[config.mk]
export PLATFORM = sky130hd
export DESIGN_NAME = bank_mapper_with_scanline_irq
export DESIGN_NICKNAME = d
export VERILOG_FILES = /design/src/rtl/bmsi_pkg.sv /design/src/rtl/bmsi_xlate.sv /design/src/rtl/bank_mapper_with_scanline_irq.sv
export SDC_FILE = /design/constraint.sdc
export NUM_CORES = 1
export LEC_CHECK = 0
export ABC_CLOCK_PERIOD_IN_PS = 3500
export BUFFER_PORTS_ARGS = -buffer_cell sky130_fd_sc_hd__buf_2
export CAP_MARGIN = 20
export CORE_MARGIN = 8
export CORE_UTILIZATION = 51
export CTS_CLUSTER_SIZE = 14
export DETAILED_ROUTE_END_ITERATION = 8
export GPL_TIMING_DRIVEN = 0
export PLACE_DENSITY = 0.7
export SYNTH_ARGS = -nofsm -noshare
export SYNTH_HDL_FRONTEND = slang
export SYNTH_SLANG_ARGS = --single-unit
export TNS_END_PERCENT = 100
[constraint.sdc]
create_clock -name clk -period 3.5 [get_ports clk]
set_clock_uncertainty 0.1 [all_clocks]
set_input_delay 0.7 -clock clk [delete_from_list [all_inputs] [get_ports clk]]
set_output_delay 0.7 -clock clk [all_outputs]
set_load 0.1 [all_outputs]
[src/rtl/bmsi_pkg.sv]
// Shared types and constants for the bank mapper with scanline IRQ.
// No dependencies; imported by bmsi_xlate and bank_mapper_with_scanline_irq.
package bmsi_pkg;

  localparam int NUM_BANK_REGS = 11;

  typedef enum logic [1:0] {
    ACT_CPU_WRITE = 2'd0,
    ACT_TICK      = 2'd1,
    ACT_CHR_FETCH = 2'd2,
    ACT_PRG_FETCH = 2'd3
  } action_t;

  // CPU register decode (address AND DECODE_MASK)
  localparam logic [15:0] DECODE_MASK   = 16'hF001;
  localparam logic [15:0] REG_COMMAND   = 16'h8000;
  localparam logic [15:0] REG_BANK_DATA = 16'h8001;
  localparam logic [15:0] REG_MIRROR    = 16'hA000;
  localparam logic [15:0] REG_IRQ_LATCH = 16'hC000;
  localparam logic [15:0] REG_IRQ_RLOAD = 16'hC001;
  localparam logic [15:0] REG_IRQ_OFF   = 16'hE000;
  localparam logic [15:0] REG_IRQ_ON    = 16'hE001;

  // Configuration register indexes
  localparam logic [7:0] CFG_CHR_MASK = 8'd0;
  localparam logic [7:0] CFG_PRG_MASK = 8'd1;

  localparam logic [8:0] LAST_VISIBLE_LINE = 9'd239;
  localparam logic [3:0] CMD_IDX_ALT_PRG   = 4'hF;
  localparam logic [3:0] BANK_ALT_PRG      = 4'd10;

  typedef logic [NUM_BANK_REGS-1:0][7:0] bank_array_t;

  // Mode bits the translator needs from the command byte
  typedef struct packed {
    logic banks_loaded;
    logic chr_invert;   // command bit 7
    logic chr_fine;     // command bit 5: 1K mode for low slots
    logic prg_swap;     // command bit 6
  } map_ctrl_t;

endpackage

[src/rtl/bmsi_xlate.sv]
// Fetch address to bank page translation for CHR and PRG fetches.
// Depends on bmsi_pkg (bank_array_t, map_ctrl_t, bank indexes).
module bmsi_xlate (
  input  logic                 is_prg,
  input  logic [15:0]          address,
  input  bmsi_pkg::map_ctrl_t  ctrl,
  input  bmsi_pkg::bank_array_t banks,
  input  logic [7:0]           chr_page_mask,
  input  logic [7:0]           prg_page_mask,
  output logic [7:0]           page
);
  import bmsi_pkg::*;

  logic [2:0] chr_slot;
  logic [1:0] prg_slot;
  logic [3:0] sel;
  logic       pair_mode;
  logic [7:0] raw;
  logic [7:0] bank_q;

  assign chr_slot = address[12:10] ^ {ctrl.chr_invert, 2'b00};
  assign prg_slot = address[14:13];

  // Pick one bank register for this fetch
  always_comb begin
    sel       = 4'd0;
    pair_mode = 1'b0;
    if (is_prg) begin
      if (prg_slot == 2'd1) begin
        sel = 4'd7;
      end else if ((prg_slot == 2'd0) != ctrl.prg_swap) begin
        sel = 4'd6;
      end else begin
        sel = BANK_ALT_PRG;
      end
    end else if (!chr_slot[2]) begin
      if (ctrl.chr_fine) begin
        case (chr_slot[1:0])
          2'd0:    sel = 4'd0;
          2'd1:    sel = 4'd8;
          2'd2:    sel = 4'd1;
          default: sel = 4'd9;
        endcase
      end else begin
        sel       = {3'd0, chr_slot[1]};
        pair_mode = 1'b1;
      end
    end else begin
      sel = {1'b0, chr_slot} - 4'd2;
    end
  end

  assign bank_q = banks[sel];
  assign raw    = pair_mode ? {bank_q[7:1], chr_slot[0]} : bank_q;

  always_comb begin
    if (is_prg) begin
      if (!ctrl.banks_loaded || prg_slot == 2'd3) begin
        page = prg_page_mask;
      end else begin
        page = raw & prg_page_mask;
      end
    end else begin
      if (!ctrl.banks_loaded) begin
        page = {5'd0, address[12:10]} & chr_page_mask;
      end else begin
        page = raw & chr_page_mask;
      end
    end
  end

endmodule

[src/rtl/bank_mapper_with_scanline_irq.sv]
// Top level of the bank mapper with scanline / cycle IRQ counter.
// Depends on bmsi_pkg and bmsi_xlate.
//
// Usage:
//   Input channel (in_valid / in_ready) carries one word per bus event:
//   a CPU register write, a scanline tick, a CHR fetch or a PRG fetch.
//   Output channel (out_valid / out_ready) returns exactly one word per
//   input word: the translated page (zero for writes and ticks), the IRQ
//   pulse raised by a tick, and the mirroring in effect after the event.
//   Configuration port (cfg_we / cfg_index / cfg_data) sets the CHR and
//   PRG page masks; write it only while no word is in flight.
// Output timing and throughput:
//   out_valid rises in the cycle after acceptance. Mapper state is updated on the
//   accepting edge and the result lands in a single output register, so a
//   word is taken every cycle while the output register drains (out_ready high).
// Reset (rst_n low, synchronous): command byte, IRQ state and mirroring
//   clear, all bank registers go to 0xFF, both masks go to 0xFF, and the
//   output register empties.
// Stall: while out_ready is low with a result held, in_ready drops; the
//   held result and all mapper state stay put until the result is taken.
module bank_mapper_with_scanline_irq #(
  parameter int CYCLES_PER_LINE_DIV4 = 28
) (
  input  logic        clk,
  input  logic        rst_n,
  // input channel
  input  logic        in_valid,
  output logic        in_ready,
  input  logic [1:0]  in_action,
  input  logic [15:0] in_address,
  input  logic [7:0]  in_data,
  input  logic [8:0]  in_scanline,
  input  logic        in_rendering_enabled,
  // result channel
  output logic        out_valid,
  input  logic        out_ready,
  output logic [7:0]  out_page,
  output logic        out_irq_request,
  output logic        out_mirror_horizontal,
  // configuration port
  input  logic        cfg_we,
  input  logic [7:0]  cfg_index,
  input  logic [7:0]  cfg_data
);
  import bmsi_pkg::*;

  localparam logic [7:0] LINE_STEP = 8'(CYCLES_PER_LINE_DIV4);

  // mapper state
  logic [7:0]  chr_mask_r, prg_mask_r;
  logic [7:0]  command_r, command_nxt;
  bank_array_t banks_r, banks_nxt;
  logic        loaded_r, loaded_nxt;
  logic [7:0]  latch_r, latch_nxt;
  logic [7:0]  counter_r, counter_nxt;
  logic        irq_en_r, irq_en_nxt;
  logic        reload_r, reload_nxt;
  logic        cycle_mode_r, cycle_mode_nxt;
  logic        mirror_r, mirror_nxt;

  // result register
  logic        out_valid_r;
  logic [7:0]  page_r;
  logic        irq_r;
  logic        mirror_out_r;

  logic        accept;
  action_t     action;
  logic [15:0] reg_addr;
  logic [3:0]  bank_idx;
  logic [7:0]  dec_count;
  logic        irq_nxt;
  logic [7:0]  fetch_page;
  logic [7:0]  page_nxt;
  map_ctrl_t   ctrl;

  // Take a new word whenever the output slot is empty or being drained
  assign in_ready = !out_valid_r || out_ready;
  assign accept   = in_valid && in_ready;
  assign action   = action_t'(in_action);
  assign reg_addr = in_address & DECODE_MASK;
  assign bank_idx = command_r[3:0];
  assign dec_count = counter_r - 8'd1;

  assign ctrl.banks_loaded = loaded_r;
  assign ctrl.chr_invert   = command_r[7];
  assign ctrl.chr_fine     = command_r[5];
  assign ctrl.prg_swap     = command_r[6];

  bmsi_xlate u_xlate (
    .is_prg        (action == ACT_PRG_FETCH),
    .address       (in_address),
    .ctrl          (ctrl),
    .banks         (banks_r),
    .chr_page_mask (chr_mask_r),
    .prg_page_mask (prg_mask_r),
    .page          (fetch_page)
  );

  // Next state for the accepted word
  always_comb begin
    command_nxt    = command_r;
    banks_nxt      = banks_r;
    loaded_nxt     = loaded_r;
    latch_nxt      = latch_r;
    counter_nxt    = counter_r;
    irq_en_nxt     = irq_en_r;
    reload_nxt     = reload_r;
    cycle_mode_nxt = cycle_mode_r;
    mirror_nxt     = mirror_r;
    irq_nxt        = 1'b0;
    page_nxt       = 8'd0;
    case (action)
      ACT_CPU_WRITE: begin
        case (reg_addr)
          REG_COMMAND: command_nxt = in_data;
          REG_BANK_DATA: begin
            // indexes 10..14 select nothing; 15 is the alternate PRG bank
            if (bank_idx < BANK_ALT_PRG) begin
              banks_nxt[bank_idx] = in_data;
            end else if (bank_idx == CMD_IDX_ALT_PRG) begin
              banks_nxt[BANK_ALT_PRG] = in_data;
            end
            loaded_nxt = 1'b1;
          end
          REG_MIRROR: mirror_nxt = in_data[0];
          REG_IRQ_LATCH: begin
            latch_nxt = in_data;
            if (reload_r) begin
              counter_nxt = in_data;
            end
          end
          REG_IRQ_RLOAD: begin
            reload_nxt     = 1'b1;
            counter_nxt    = latch_r;
            cycle_mode_nxt = in_data[0];
          end
          REG_IRQ_OFF, REG_IRQ_ON: begin
            irq_en_nxt = in_address[0];
            if (reload_r) begin
              counter_nxt = latch_r;
            end
          end
          default: ;
        endcase
      end
      ACT_TICK: begin
        if (cycle_mode_r) begin
          // subtract one line's worth; wrap to 0xFF below a full step
          if (counter_r < LINE_STEP) begin
            counter_nxt = 8'hFF;
            irq_nxt     = irq_en_r;
          end else begin
            counter_nxt = counter_r - LINE_STEP;
          end
        end else if (in_scanline <= LAST_VISIBLE_LINE && in_rendering_enabled) begin
          reload_nxt  = 1'b0;
          counter_nxt = dec_count;
          if (dec_count == 8'hFF && irq_en_r) begin
            reload_nxt = 1'b1;
            irq_nxt    = 1'b1;
          end
        end
      end
      ACT_CHR_FETCH, ACT_PRG_FETCH: page_nxt = fetch_page;
      default: ;
    endcase
  end

  // Mapper state: advance only on an accepted word
  always_ff @(posedge clk) begin
    if (!rst_n) begin
      command_r    <= '0;
      banks_r      <= {NUM_BANK_REGS{8'hFF}};
      loaded_r     <= 1'b0;
      latch_r      <= '0;
      counter_r    <= '0;
      irq_en_r     <= 1'b0;
      reload_r     <= 1'b0;
      cycle_mode_r <= 1'b0;
      mirror_r     <= 1'b0;
    end else if (accept) begin
      command_r    <= command_nxt;
      banks_r      <= banks_nxt;
      loaded_r     <= loaded_nxt;
      latch_r      <= latch_nxt;
      counter_r    <= counter_nxt;
      irq_en_r     <= irq_en_nxt;
      reload_r     <= reload_nxt;
      cycle_mode_r <= cycle_mode_nxt;
      mirror_r     <= mirror_nxt;
    end
  end

  // Page masks; writes to unknown indexes drop
  always_ff @(posedge clk) begin
    if (!rst_n) begin
      chr_mask_r <= 8'hFF;
      prg_mask_r <= 8'hFF;
    end else if (cfg_we) begin
      if (cfg_index == CFG_CHR_MASK) begin
        chr_mask_r <= cfg_data;
      end else if (cfg_index == CFG_PRG_MASK) begin
        prg_mask_r <= cfg_data;
      end
    end
  end

  // Result register: load on accept, hold while stalled
  always_ff @(posedge clk) begin
    if (!rst_n) begin
      out_valid_r <= 1'b0;
    end else if (accept) begin
      out_valid_r <= 1'b1;
    end else if (out_ready) begin
      out_valid_r <= 1'b0;
    end
  end

  always_ff @(posedge clk) begin
    if (accept) begin
      page_r       <= page_nxt;
      irq_r        <= irq_nxt;
      mirror_out_r <= mirror_nxt;
    end
  end

  assign out_valid             = out_valid_r;
  assign out_page              = page_r;
  assign out_irq_request       = irq_r;
  assign out_mirror_horizontal = mirror_out_r;

endmodule
==> results of run 1 <==
[critical path, delay by kind of cell]
family / cells / cell delay (ns)
AO/OA/AOI/OAI: 3 / 0.62
multiplexers: 2 / 0.89
AND/OR/NAND/NOR: 1 / 0.30
buffers and inverters: 3 / 0.83
[how the worst min path moves through the flow]
| stage | startpoint | endpoint | slack [ns] | depth (start not counted) |
|---|---|---|---|---|
| 6_report | banks_r[62] | banks_r[62] | 0.37 | 2 |
| 5_1_grt | banks_r[62] | banks_r[62] | 0.39 | 2 |
| 4_1_cts | banks_r[49] | banks_r[49] | 0.37 | 2 |
| 3_5_place_dp | banks_r[49] | banks_r[49] | 0.35 | 2 |
| 3_3_place_gp | banks_r[70] | banks_r[70] | 0.35 | 2 |
| 2_1_floorplan | banks_r[66] | banks_r[66] | 0.33 | 2 |
[metrics by stage]
step	setup TNS [ns]	power [mW]	instance area [um2]
2_1_floorplan	0	1.99	7120
6_report	0	4.10	8260
3_5_place_dp	-0.160	2.13	7610
5_1_grt	0	4.21	8260
4_1_cts	0	4.10	8250
3_3_place_gp	-0.177	2.13	7610
[logic make-up (layout without fill, tap and decap cells)]
logic type / after synthesis / in the layout / share of synthesized area
fa+ha+maj: 4 / 4 / 0.00703
mux: 126 / 126 / 0.178
xor+xnor: 7 / 7 / 0.00966
flops: 143 / 143 / 0.416
buf+inv: 65 / 150 / 0.0365
compound gates: 114 / 114 / 0.106
simple gates: 367 / 367 / 0.246
[cells in the mapped netlist, types with 4 or more instances]
cell / n
nand2_1: 183
dfxtp_1: 133
mux2i_1: 120
clkbuf_1: 46
nand3_1: 45
nor2_1: 39
a21oi_1: 32
nor2b_1: 25
o21ai_0: 24
nor3_1: 13
nand2b_1: 12
edfxtp_1: 10
nor4_1: 10
a21boi_0: 9
inv_1: 8
nand4_1: 7
buf_2: 6
mux2_2: 6
nor3b_1: 6
o211ai_1: 5
a31oi_1: 4
ha_1: 4
[layer usage]
layer / GRT usage / part of all wire / up-vias
li1: - / - / 3040
met1: 0.326 / 0.45 / 2988
met2: 0.355 / 0.44 / 306
met3: 0.0561 / 0.096 / 42
met4: 0.0805 / 0.020 / 0
met5: 0 / 0 / -
[cell usage in the layout (no fill, tap or decap), types with 4 or more instances in the layout]
cell / netlist / final
dfxtp_1: 133 / 133
o211ai_1: 5 / 5
a21oi_1: 32 / 32
nand2_1: 183 / 183
mux2i_1: 120 / 120
nor3b_1: 6 / 6
a21boi_0: 9 / 9
bufinv_16: 0 / 5
nand4_1: 7 / 7
o21ai_0: 24 / 24
nor4_1: 10 / 10
edfxtp_1: 10 / 10
nand3_1: 45 / 45
a31oi_1: 4 / 4
nor3_1: 13 / 13
nor2_1: 39 / 39
buf_2: 6 / 59
nand2b_1: 12 / 12
ha_1: 4 / 4
nor2b_1: 25 / 25
clkbuf_16: 0 / 17
inv_1: 8 / 8
mux2_2: 6 / 6
clkbuf_1: 46 / 47
[registers in the layout, indices dropped and copies added (netlist names), 7 cells and up]
name,count
banks_r,88
chr_mask_r,8
counter_r,8
latch_r,8
out_page,8
prg_mask_r,8
command_r,7
[final cells by class]
class / instances / area [um2]
fillers: 1206 / 5520
multi-input cells: 618 / 3900
flip-flops and latches: 143 / 2960
clock buffers: 18 / 429
repair buffers: 53 / 265
plain buffers: 57 / 230
well taps: 180 / 225
clock inverters: 14 / 213
inverters: 8 / 30.0
[power by group]
| part | switching, mW | total [mW] | internal [mW] |
|---|---|---|---|
| clock | 0.730 | 1.99 | 1.27 |
| combinational | 0.314 | 0.435 | 0.122 |
| sequential | 0.00646 | 1.67 | 1.66 |
| total | 1.05 | 4.10 | 3.05 |
==> results.ini, run 1 <==
[synthesis]
ys_top_cells_by_area = dfxtp_1 37%, mux2i_1 17%, nand2_1 9.6%, edfxtp_1 4.2%, nand3_1 3.2%
syn_inst = 826
synth_warnings = 0
yosysSeqAreaShare = 0.416
synth_edf_count = 10
ys_async_sr_fraction = 0
synth_top_area_share = 0.374
ys.flop_type = dfxtp_1
synth-seq-cells = 143
yosys.area.top_type = dfxtp_1
syn_nets = 887
avgSynthCellArea_um2 = 8.62
syn-cell-area_mm2 = 0.00712
yosysUniqueCellTypes = 72

[drt]
drtAntennaViolNets = 0
wl_um = 21500
dr.first_iter.drc_count = 696
wire_per_inst_um = 19.7
drc = 0
drtPass1Iterations = 5
num_vias = 6376
vias_per_cell = 5.84

[floorplanning]
num_rows = 43
start_util = 0.517
dieArea_mm2 = 0.0180
pin_count = 69
die_h_um = 134
core_area_mm2 = 0.0138
die_w_um = 134

[pwr]
p_leak_nw = 3.34
pwr_density_cell_mw_per_mm2 = 497
vdd_drop_max_mv = 0.342

[placed_design]
placed_cells = 1058
place_ws_ns = -0.0729
place_hpwl_um = 15500
port_buffers = 52
globalplace.congestion = 0.957

[global_routing]
grt_pass1_vias = 5857
track_usage = 0.237
grt_start_max_net_pins = 17
grt_pass1_wl_um = 33200
antenna_found_initial = 0
overflow = 0

[clocking]
cts_hold_repair.buffers = 0
clock_tree.root_cell = clkbuf_16
path_clk_slew_ns = 0.06
postCtsSetupBuffers = 0
ctsResizeCount = 0
cts_tree = built
clock_sinks = 143
clk-insertion-delay-late_ns = 0.43
clockBufferDepth = 2
cts_made_buffers = 17
cts_max_level = 4

[setup_path]
end_kind = register
startpoint = in_action[1]
cp_slowest_cell = mux2i_1
r2r-end = out_page[6]
cp_max_fo = 10
cp-start-kind = primary input
rrSetupSlack_ns = 0.32
max_stage_delay_ns = 0.50
critical_path_required_ns = 3.58
reg2reg_from = command_r[7]
worstRegToRegCells = 7
cp-endpoint = out_page[6]
worstPathCellList = buf_2, clkbuf_1, a21oi_1, mux2i_1, nand2_1, buf_2, mux2i_1, o221ai_1, a22o_1
crit_type = primary input to register
arrival_ns = 3.34

[timing]
relSlewSlack = 0.362
finalHoldViolCount = 0
fin_crit_sh = 0.930
holdWs_ns = 0.368
rsz0062_at_grt = no
finalSetupViolCount = 0
max_freq_ghz = 0.307
tightest_slew_ns = 0.954
fin_ws_ns = 0.243
finalCriticalPeriod_ns = 3.26
finalMaxSlewViolations = 0

[finish]
stdcell_count = 1091
area_growth_pct = 15.9
final_util = 0.599
drive_gt1_frac = 0.123
n_antenna_cell = 0
layout.nets = 959

[outcome]
status = complete, no violations

[run]
max-cap-violations = 0

[hold_path]
hold_class = register to register

Power figures use the tool's default switching activity.
==> run 2, diff against run 1 <==
Settings changed: ABC_AREA set to 1.
==> results.ini, run 2 <==
[timing]
fin_crit_sh = 0.702  ; was 0.930
holdWs_ns = 0.354  ; was 0.368 ns
fin_tns_setup_ns = 0  ; unchanged
tightest_slew_ns = 0.965  ; was 0.954 ns
finalHoldViolCount = 0  ; unchanged
finalMaxSlewViolations = 0  ; unchanged
finalSetupViolCount = 0  ; unchanged
max_freq_ghz = 0.407  ; was 0.307 GHz
rsz0062_at_grt = no  ; unchanged
fin_ws_ns = 1.04  ; was 0.243 ns
relSlewSlack = 0.357  ; was 0.362
finalCriticalPeriod_ns = 2.46  ; was 3.26 ns

[placed_design]
place_ws_ns = 0.683  ; was -0.0729 ns
port_buffers = 54  ; was 52
placed_area_mm2 = 0.00787  ; was 0.00761 mm2
globalplace.congestion = 0.903  ; was 0.957
place_hpwl_um = 15400  ; was 15500 um

[drt]
wire_per_inst_um = 18.1  ; was 19.7 um
wl_um = 21500  ; about the same
num_vias = 6820  ; was 6376
drc = 0  ; unchanged
vias_per_cell = 5.75  ; was 5.84
drtAntennaViolNets = 0  ; unchanged
drtPass1Iterations = 5  ; unchanged
dr.first_iter.drc_count = 700  ; was 696

[finish]
largest_reg_flops = 88  ; unchanged
fillers = 1298  ; was 1206
area_growth_pct = 15.8  ; was 15.9%
final_common_cell = nand2_1  ; unchanged
drive_gt1_frac = 0.219  ; was 0.123
final_cell_mix = 238 x nand2_1, 133 x dfxtp_1, 82 x nand3_1, 72 x o211ai_2, 68 x inv_1  ; was 183 x nand2_1, 133 x dfxtp_1, 120 x mux2i_1, 59 x buf_2, 47 x clkbuf_1
design_area_mm2 = 0.00853  ; was 0.00826 mm2
n_antenna_cell = 0  ; unchanged
layout.nets = 1050  ; was 959
top_register = banks_r  ; unchanged

[setup_path]
reg2reg_from = command_r[7]  ; unchanged
critical_path_required_ns = 3.66  ; was 3.58 ns
rrSetupSlack_ns = 1.12  ; was 0.32 ns
r2r-end = out_page[4]  ; was out_page[6]
cp-start-kind = primary input  ; unchanged
worstRegToRegCells = 13  ; was 7
cp_max_fo = 10  ; unchanged
end_kind = register  ; unchanged
crit_type = primary input to register  ; unchanged
arrival_ns = 2.62  ; was 3.34 ns

[global_routing]
track_usage = 0.236  ; was 0.237
grt_pass1_wl_um = 33800  ; was 33200 um
grt_pass1_vias = 6357  ; was 5857
antenna_found_initial = 0  ; unchanged
overflow = 0  ; unchanged
grt_start_max_net_pins = 17  ; unchanged

[floorplanning]
dieArea_mm2 = 0.0185  ; was 0.0180 mm2
die_h_um = 136  ; was 134 um
num_rows = 44  ; was 43
core_area_mm2 = 0.0143  ; was 0.0138 mm2
die_w_um = 136  ; was 134 um
start_util = 0.515  ; was 0.517
pin_count = 69  ; unchanged

[clocking]
postCtsSetupBuffers = 0  ; unchanged
clock_tree.root_cell = clkbuf_16  ; unchanged
path_clk_slew_ns = 0.06  ; about the same
cts_hold_repair.buffers = 0  ; unchanged
clockBufferDepth = 2  ; unchanged
cts_made_buffers = 17  ; unchanged
clock_sinks = 143  ; unchanged
ctsResizeCount = 0  ; unchanged
cts_max_level = 4  ; unchanged
cts_tree = built  ; unchanged
clk-insertion-delay-late_ns = 0.43  ; about the same

[synthesis]
ys_top_cells_by_area = dfxtp_1 36%, o211ai_2 12%, nand2_1 12%, nand3_1 5.6%, edfxtp_1 4.1%  ; was dfxtp_1 37%, mux2i_1 17%, nand2_1 9.6%, edfxtp_1 4.2%, nand3_1 3.2%
avgSynthCellArea_um2 = 8.04  ; was 8.62 um2
ys_top_cells_by_count = 238 x nand2_1, 133 x dfxtp_1, 82 x nand3_1  ; was 183 x nand2_1, 133 x dfxtp_1, 120 x mux2i_1
synth.most_common_cell = nand2_1  ; unchanged
yosys.area.top_type = dfxtp_1  ; unchanged
syn_inst = 916  ; was 826
synth_edf_count = 10  ; unchanged
synth-seq-cells = 143  ; unchanged
yosysSeqAreaShare = 0.402  ; was 0.416
syn_nets = 977  ; was 887
synth_top_area_share = 0.361  ; was 0.374
ys.flop_type = dfxtp_1  ; unchanged
yosysUniqueCellTypes = 52  ; was 72
ys_async_sr_fraction = 0  ; unchanged
syn-cell-area_mm2 = 0.00737  ; was 0.00712 mm2
synth_warnings = 0  ; unchanged

[pwr]
p_leak_nw = 4.32  ; was 3.34 nW
pwr_density_cell_mw_per_mm2 = 499  ; was 497 mW/mm2
vdd_drop_max_mv = 0.355  ; was 0.342 mV

[hold_path]
min_path_cells = 2  ; unchanged
min_to = latch_r[4]  ; was banks_r[62]
min_from = latch_r[4]  ; was banks_r[62]
hold_class = register to register  ; unchanged

[run]
max-cap-violations = 0  ; unchanged

[outcome]
status = complete, no violations  ; unchanged

==> run 2: logic make-up (layout without fill, tap and decap cells) <==
family | count (synthesis) | after routing | synth area share
XOR/XNOR | 8 | 8 | 0.00951
flip-flops | 143 | 143 | 0.402
AO/OA/AOI/OAI | 224 | 224 | 0.246
adder cells (fa/ha/maj) | 4 | 4 | 0.00679
AND/OR/NAND/NOR | 410 | 410 | 0.255
multiplexers | 1 | 1 | 0.00136
buffers and inverters | 126 | 212 | 0.0790
==> run 2: how the worst max path moves through the flow <==
stage | depth (start not counted) | endpoint | startpoint | slack [ns]
6_report | 14 | out_page[4] | in_address[12] | 1.04
5_1_grt | 15 | out_page[1] | in_address[12] | 0.93
4_1_cts | 12 | out_page[5] | in_address[12] | 1.13
3_5_place_dp | 12 | out_page[5] | in_address[12] | 0.68
3_3_place_gp | 12 | out_page[5] | in_address[12] | 0.69
2_1_floorplan | 8 | banks_r[55] | out_valid | 0.38
==> run 2: metrics by stage <==
stage | std cells | power (mW) | utilization
finish | 1186 | 4.26 | 0.596
global route | 1186 | 4.37 | 0.596
CTS | 1186 | 4.25 | 0.596
detailed placement | 1154 | 2.23 | 0.550
global placement | 1154 | 2.22 | 0.550
floorplan | 916 | 2.07 | -
==> run 2: power breakdown <==
| part | switching (mW) | leakage [nW] | internal, mW |
|---|---|---|---|
| clock | 0.710 | 0.319 | 1.35 |
| combinational | 0.396 | 2.82 | 0.134 |
| sequential | 0.00995 | 1.18 | 1.67 |
==> run 2: worst max-delay path, cell delays in order <==
cell and delay [ns]:
buf_2 0.13, inv_2 0.07, nand2_1 0.07, nand3_1 0.12, nand3_2 0.23, nand2_1 0.17
buf_4 0.20, buf_6 0.17, nand2_1 0.07, nand3_1 0.14, nand3_1 0.12, nand3_1 0.15
nand2_1 0.09, a21oi_1 0.17
==> run 2: metal layers <==
metal,wire length [um],global-route usage,up-vias
met2,9860,0.379,304
li1,-,-,3285
met1,9430,0.309,3191
met3,1670,0.0414,40
met5,0,0,-
met4,557,0.0915,0
==> run 2: final cells by class <==
class	instances	area (um2)	share of cell area
multi-input combinational	647	3820	0.448
sequential	143	2960	0.347
clock buffer	23	489	0.0573
inverter	79	307	0.0359
buffer	47	275	0.0323
timing repair buffer	54	270	0.0317
tap	184	230	0.0270
clock inverter	9	176	0.0207
==> run 3, diff against run 2 <==
Settings changed: ABC_AREA 1 to 0, ABC_CLOCK_PERIOD_IN_PS 3500 to 2200, PLACE_DENSITY 0.7 to 0.73.
Clock period 3.5 ns to 2.2 ns, I/O delays scaled along.
==> results.ini, run 3 (synthesis results as in run 1) <==
[outcome]
status = complete, but fails checks  ; was complete, no violations
violations = negative setup slack

[setup_path]
cp-start-kind = register  ; was primary input
cp_max_fo = 7  ; was 10
arrival_ns = 2.38  ; was 2.62 ns
critical_path_required_ns = 2.28  ; was 3.66 ns
crit_type = register to register  ; was primary input to register
worstPathCellList = xnor2_4, buf_6, mux2i_4, mux2i_2, and4_1, nor4_1, a32o_1  ; was buf_2, inv_2, nand2_1, nand3_1, nand3_2, nand2_1, buf_4, buf_6, nand2_1, nand3_1, nand3_1, nand3_1, nand2_1, a21oi_1
end_kind = register  ; unchanged
cp_slowest_cell = dfxtp_4  ; was nand3_2
max_stage_delay_ns = 0.36  ; was 0.23 ns

[clocking]
clockBufferDepth = 2  ; unchanged
clock_sinks = 143  ; unchanged
cts_made_buffers = 17  ; unchanged
clock_tree.root_cell = clkbuf_16  ; unchanged
cts_max_level = 4  ; unchanged
path_clk_slew_ns = 0.06  ; about the same
clk-insertion-delay-late_ns = 0.44  ; was 0.43 ns
cts_tree = built  ; unchanged

[drt]
vias_per_cell = 5.95  ; was 5.75
drtPass1Iterations = 5  ; unchanged
num_vias = 6550  ; was 6820
drtAntennaViolNets = 0  ; unchanged
wire_per_inst_um = 20.1  ; was 18.1 um
wl_um = 22100  ; was 21500 um
dr.first_iter.drc_count = 638  ; was 700
drc = 0  ; unchanged

[finish]
fillers = 1176  ; was 1298
stdcell_count = 1101  ; was 1186
area_growth_pct = 22.1  ; was 15.8%
final_cell_mix = 181 x nand2_1, 130 x dfxtp_1, 113 x mux2i_1, 54 x buf_2, 45 x nand3_1  ; was 238 x nand2_1, 133 x dfxtp_1, 82 x nand3_1, 72 x o211ai_2, 68 x inv_1
drive_gt1_frac = 0.188  ; was 0.219
layout.nets = 969  ; was 1050
largest_reg_flops = 88  ; unchanged
top_register = banks_r  ; unchanged
final_common_cell = nand2_1  ; unchanged
n_antenna_cell = 0  ; unchanged

[placed_design]
placed_cells = 1058  ; was 1154
place_hpwl_um = 15500  ; was 15400 um
globalplace.congestion = 0.958  ; was 0.903
place_ws_ns = -0.806  ; was 0.683 ns
port_buffers = 52  ; was 54

[timing]
fin_crit_sh = 1.04
max_freq_ghz = 0.435
finalSetupViolCount = 2  ; was 0
fin_ws_ns = -0.0974  ; was 1.04 ns
tightest_slew_ns = 0.918  ; was 0.965 ns
holdWs_ns = 0.133  ; was 0.354 ns
finalMaxSlewViolations = 0  ; unchanged
relSlewSlack = 0.386  ; was 0.357
finalHoldViolCount = 0  ; unchanged
fin_tns_setup_ns = -0.132  ; was 0 ns
rsz0062_at_grt = yes  ; was no
finalCriticalPeriod_ns = 2.30

[floorplanning]
die_w_um = 134  ; was 136 um
die_h_um = 134  ; was 136 um
start_util = 0.517  ; was 0.515
core_area_mm2 = 0.0138  ; was 0.0143 mm2
num_rows = 43  ; was 44
dieArea_mm2 = 0.0180  ; was 0.0185 mm2
pin_count = 69  ; unchanged

[pwr]
vdd_drop_max_mv = 0.553  ; was 0.355 mV
pwr_density_cell_mw_per_mm2 = 738  ; was 499 mW/mm2
p_leak_nw = 3.46  ; was 4.32 nW
total_power_mw = 6.42  ; was 4.26 mW

[run]
max-cap-violations = 0  ; unchanged

[global_routing]
grt_pass1_vias = 6134  ; was 6357
overflow = 0  ; unchanged
grt_start_max_net_pins = 17  ; unchanged
grt_pass1_wl_um = 34100  ; was 33800 um
antenna_found_initial = 1  ; was 0
track_usage = 0.243  ; was 0.236

[hold_path]
hold_class = primary input to register  ; was register to register

run 3: cell count changes in the layout (fill, tap and decap cells not counted), sizes merged, moves of 25 or more:
| cell | change |
|---|---|
| nand2 | -71 |
| o211ai | -104 |
| mux2i | +119 |
| nand3 | -37 |
| nor2b | +25 |
| o21ai | -25 |
| inv | -64 |
run 3: per-stage QoR:
step,util,instance area [um2]
2_1_floorplan,-,7220
3_3_place_gp,0.559,7700
3_5_place_dp,0.559,7700
4_1_cts,0.619,8530
5_1_grt,0.632,8700
6_report,0.632,8700
run 3: per-layer routing:
metal  global-route usage  part of all wire  vias to the layer above
li1                     -                 -                     3077
met1                0.320              0.43                     3113
met2                0.367              0.45                      316
met3               0.0662             0.099                       44
met4                0.103             0.026                        0
met5                    0                 0                        -
run 3: report_power, final:
| part | internal (mW) | switching, mW |
|---|---|---|
| clock | 1.80 | 1.20 |
| sequential | 2.64 | 0.0107 |
| combinational | 0.239 | 0.532 |
run 3: path summary, 6_finish.rpt:
kind                              startpoint            end  slack (ns)  depth (start not counted)
worst max-delay path            command_r[7]    out_page[7]        -0.1                          7
worst min-delay path             cfg_data[6]  prg_mask_r[6]        0.13                          3
worst max register to register  command_r[7]    out_page[7]        -0.1                          7
worst min register to register   banks_r[16]    banks_r[16]        0.37                          2
run 3: cell type report:
| cell class | count | area [um2] | share of cell area |
|---|---|---|---|
| Inverter | 8 | 33.8 | 0.00388 |
| Timing Repair Buffer | 66 | 395 | 0.0454 |
| Clock buffer | 17 | 425 | 0.0489 |
| Multi-Input combinational cell | 618 | 4180 | 0.480 |
| Sequential cell | 143 | 2970 | 0.342 |
| Clock inverter | 15 | 180 | 0.0207 |
| Tap cell | 180 | 225 | 0.0259 |
| Buffer | 54 | 293 | 0.0337 |
run 3: repair_timing:
item	CTS	global route
setup buffers	8	6
hold buffers	0	0
pin swaps	4	7
hold endpoints to repair	0	0
setup endpoints to repair	106	95
gates resized for setup	42	33
run 3: worst max-delay path: cells and delay by family (launching register included):
kind / cells / cell delay (ns)
muxes: 2 / 0.58
AOI/OAI and AO/OA: 1 / 0.26
DFF: 1 / 0.36
xor gates and xnor gates: 1 / 0.25
buffers and inverters: 1 / 0.19
and+or+nand+nor: 2 / 0.30
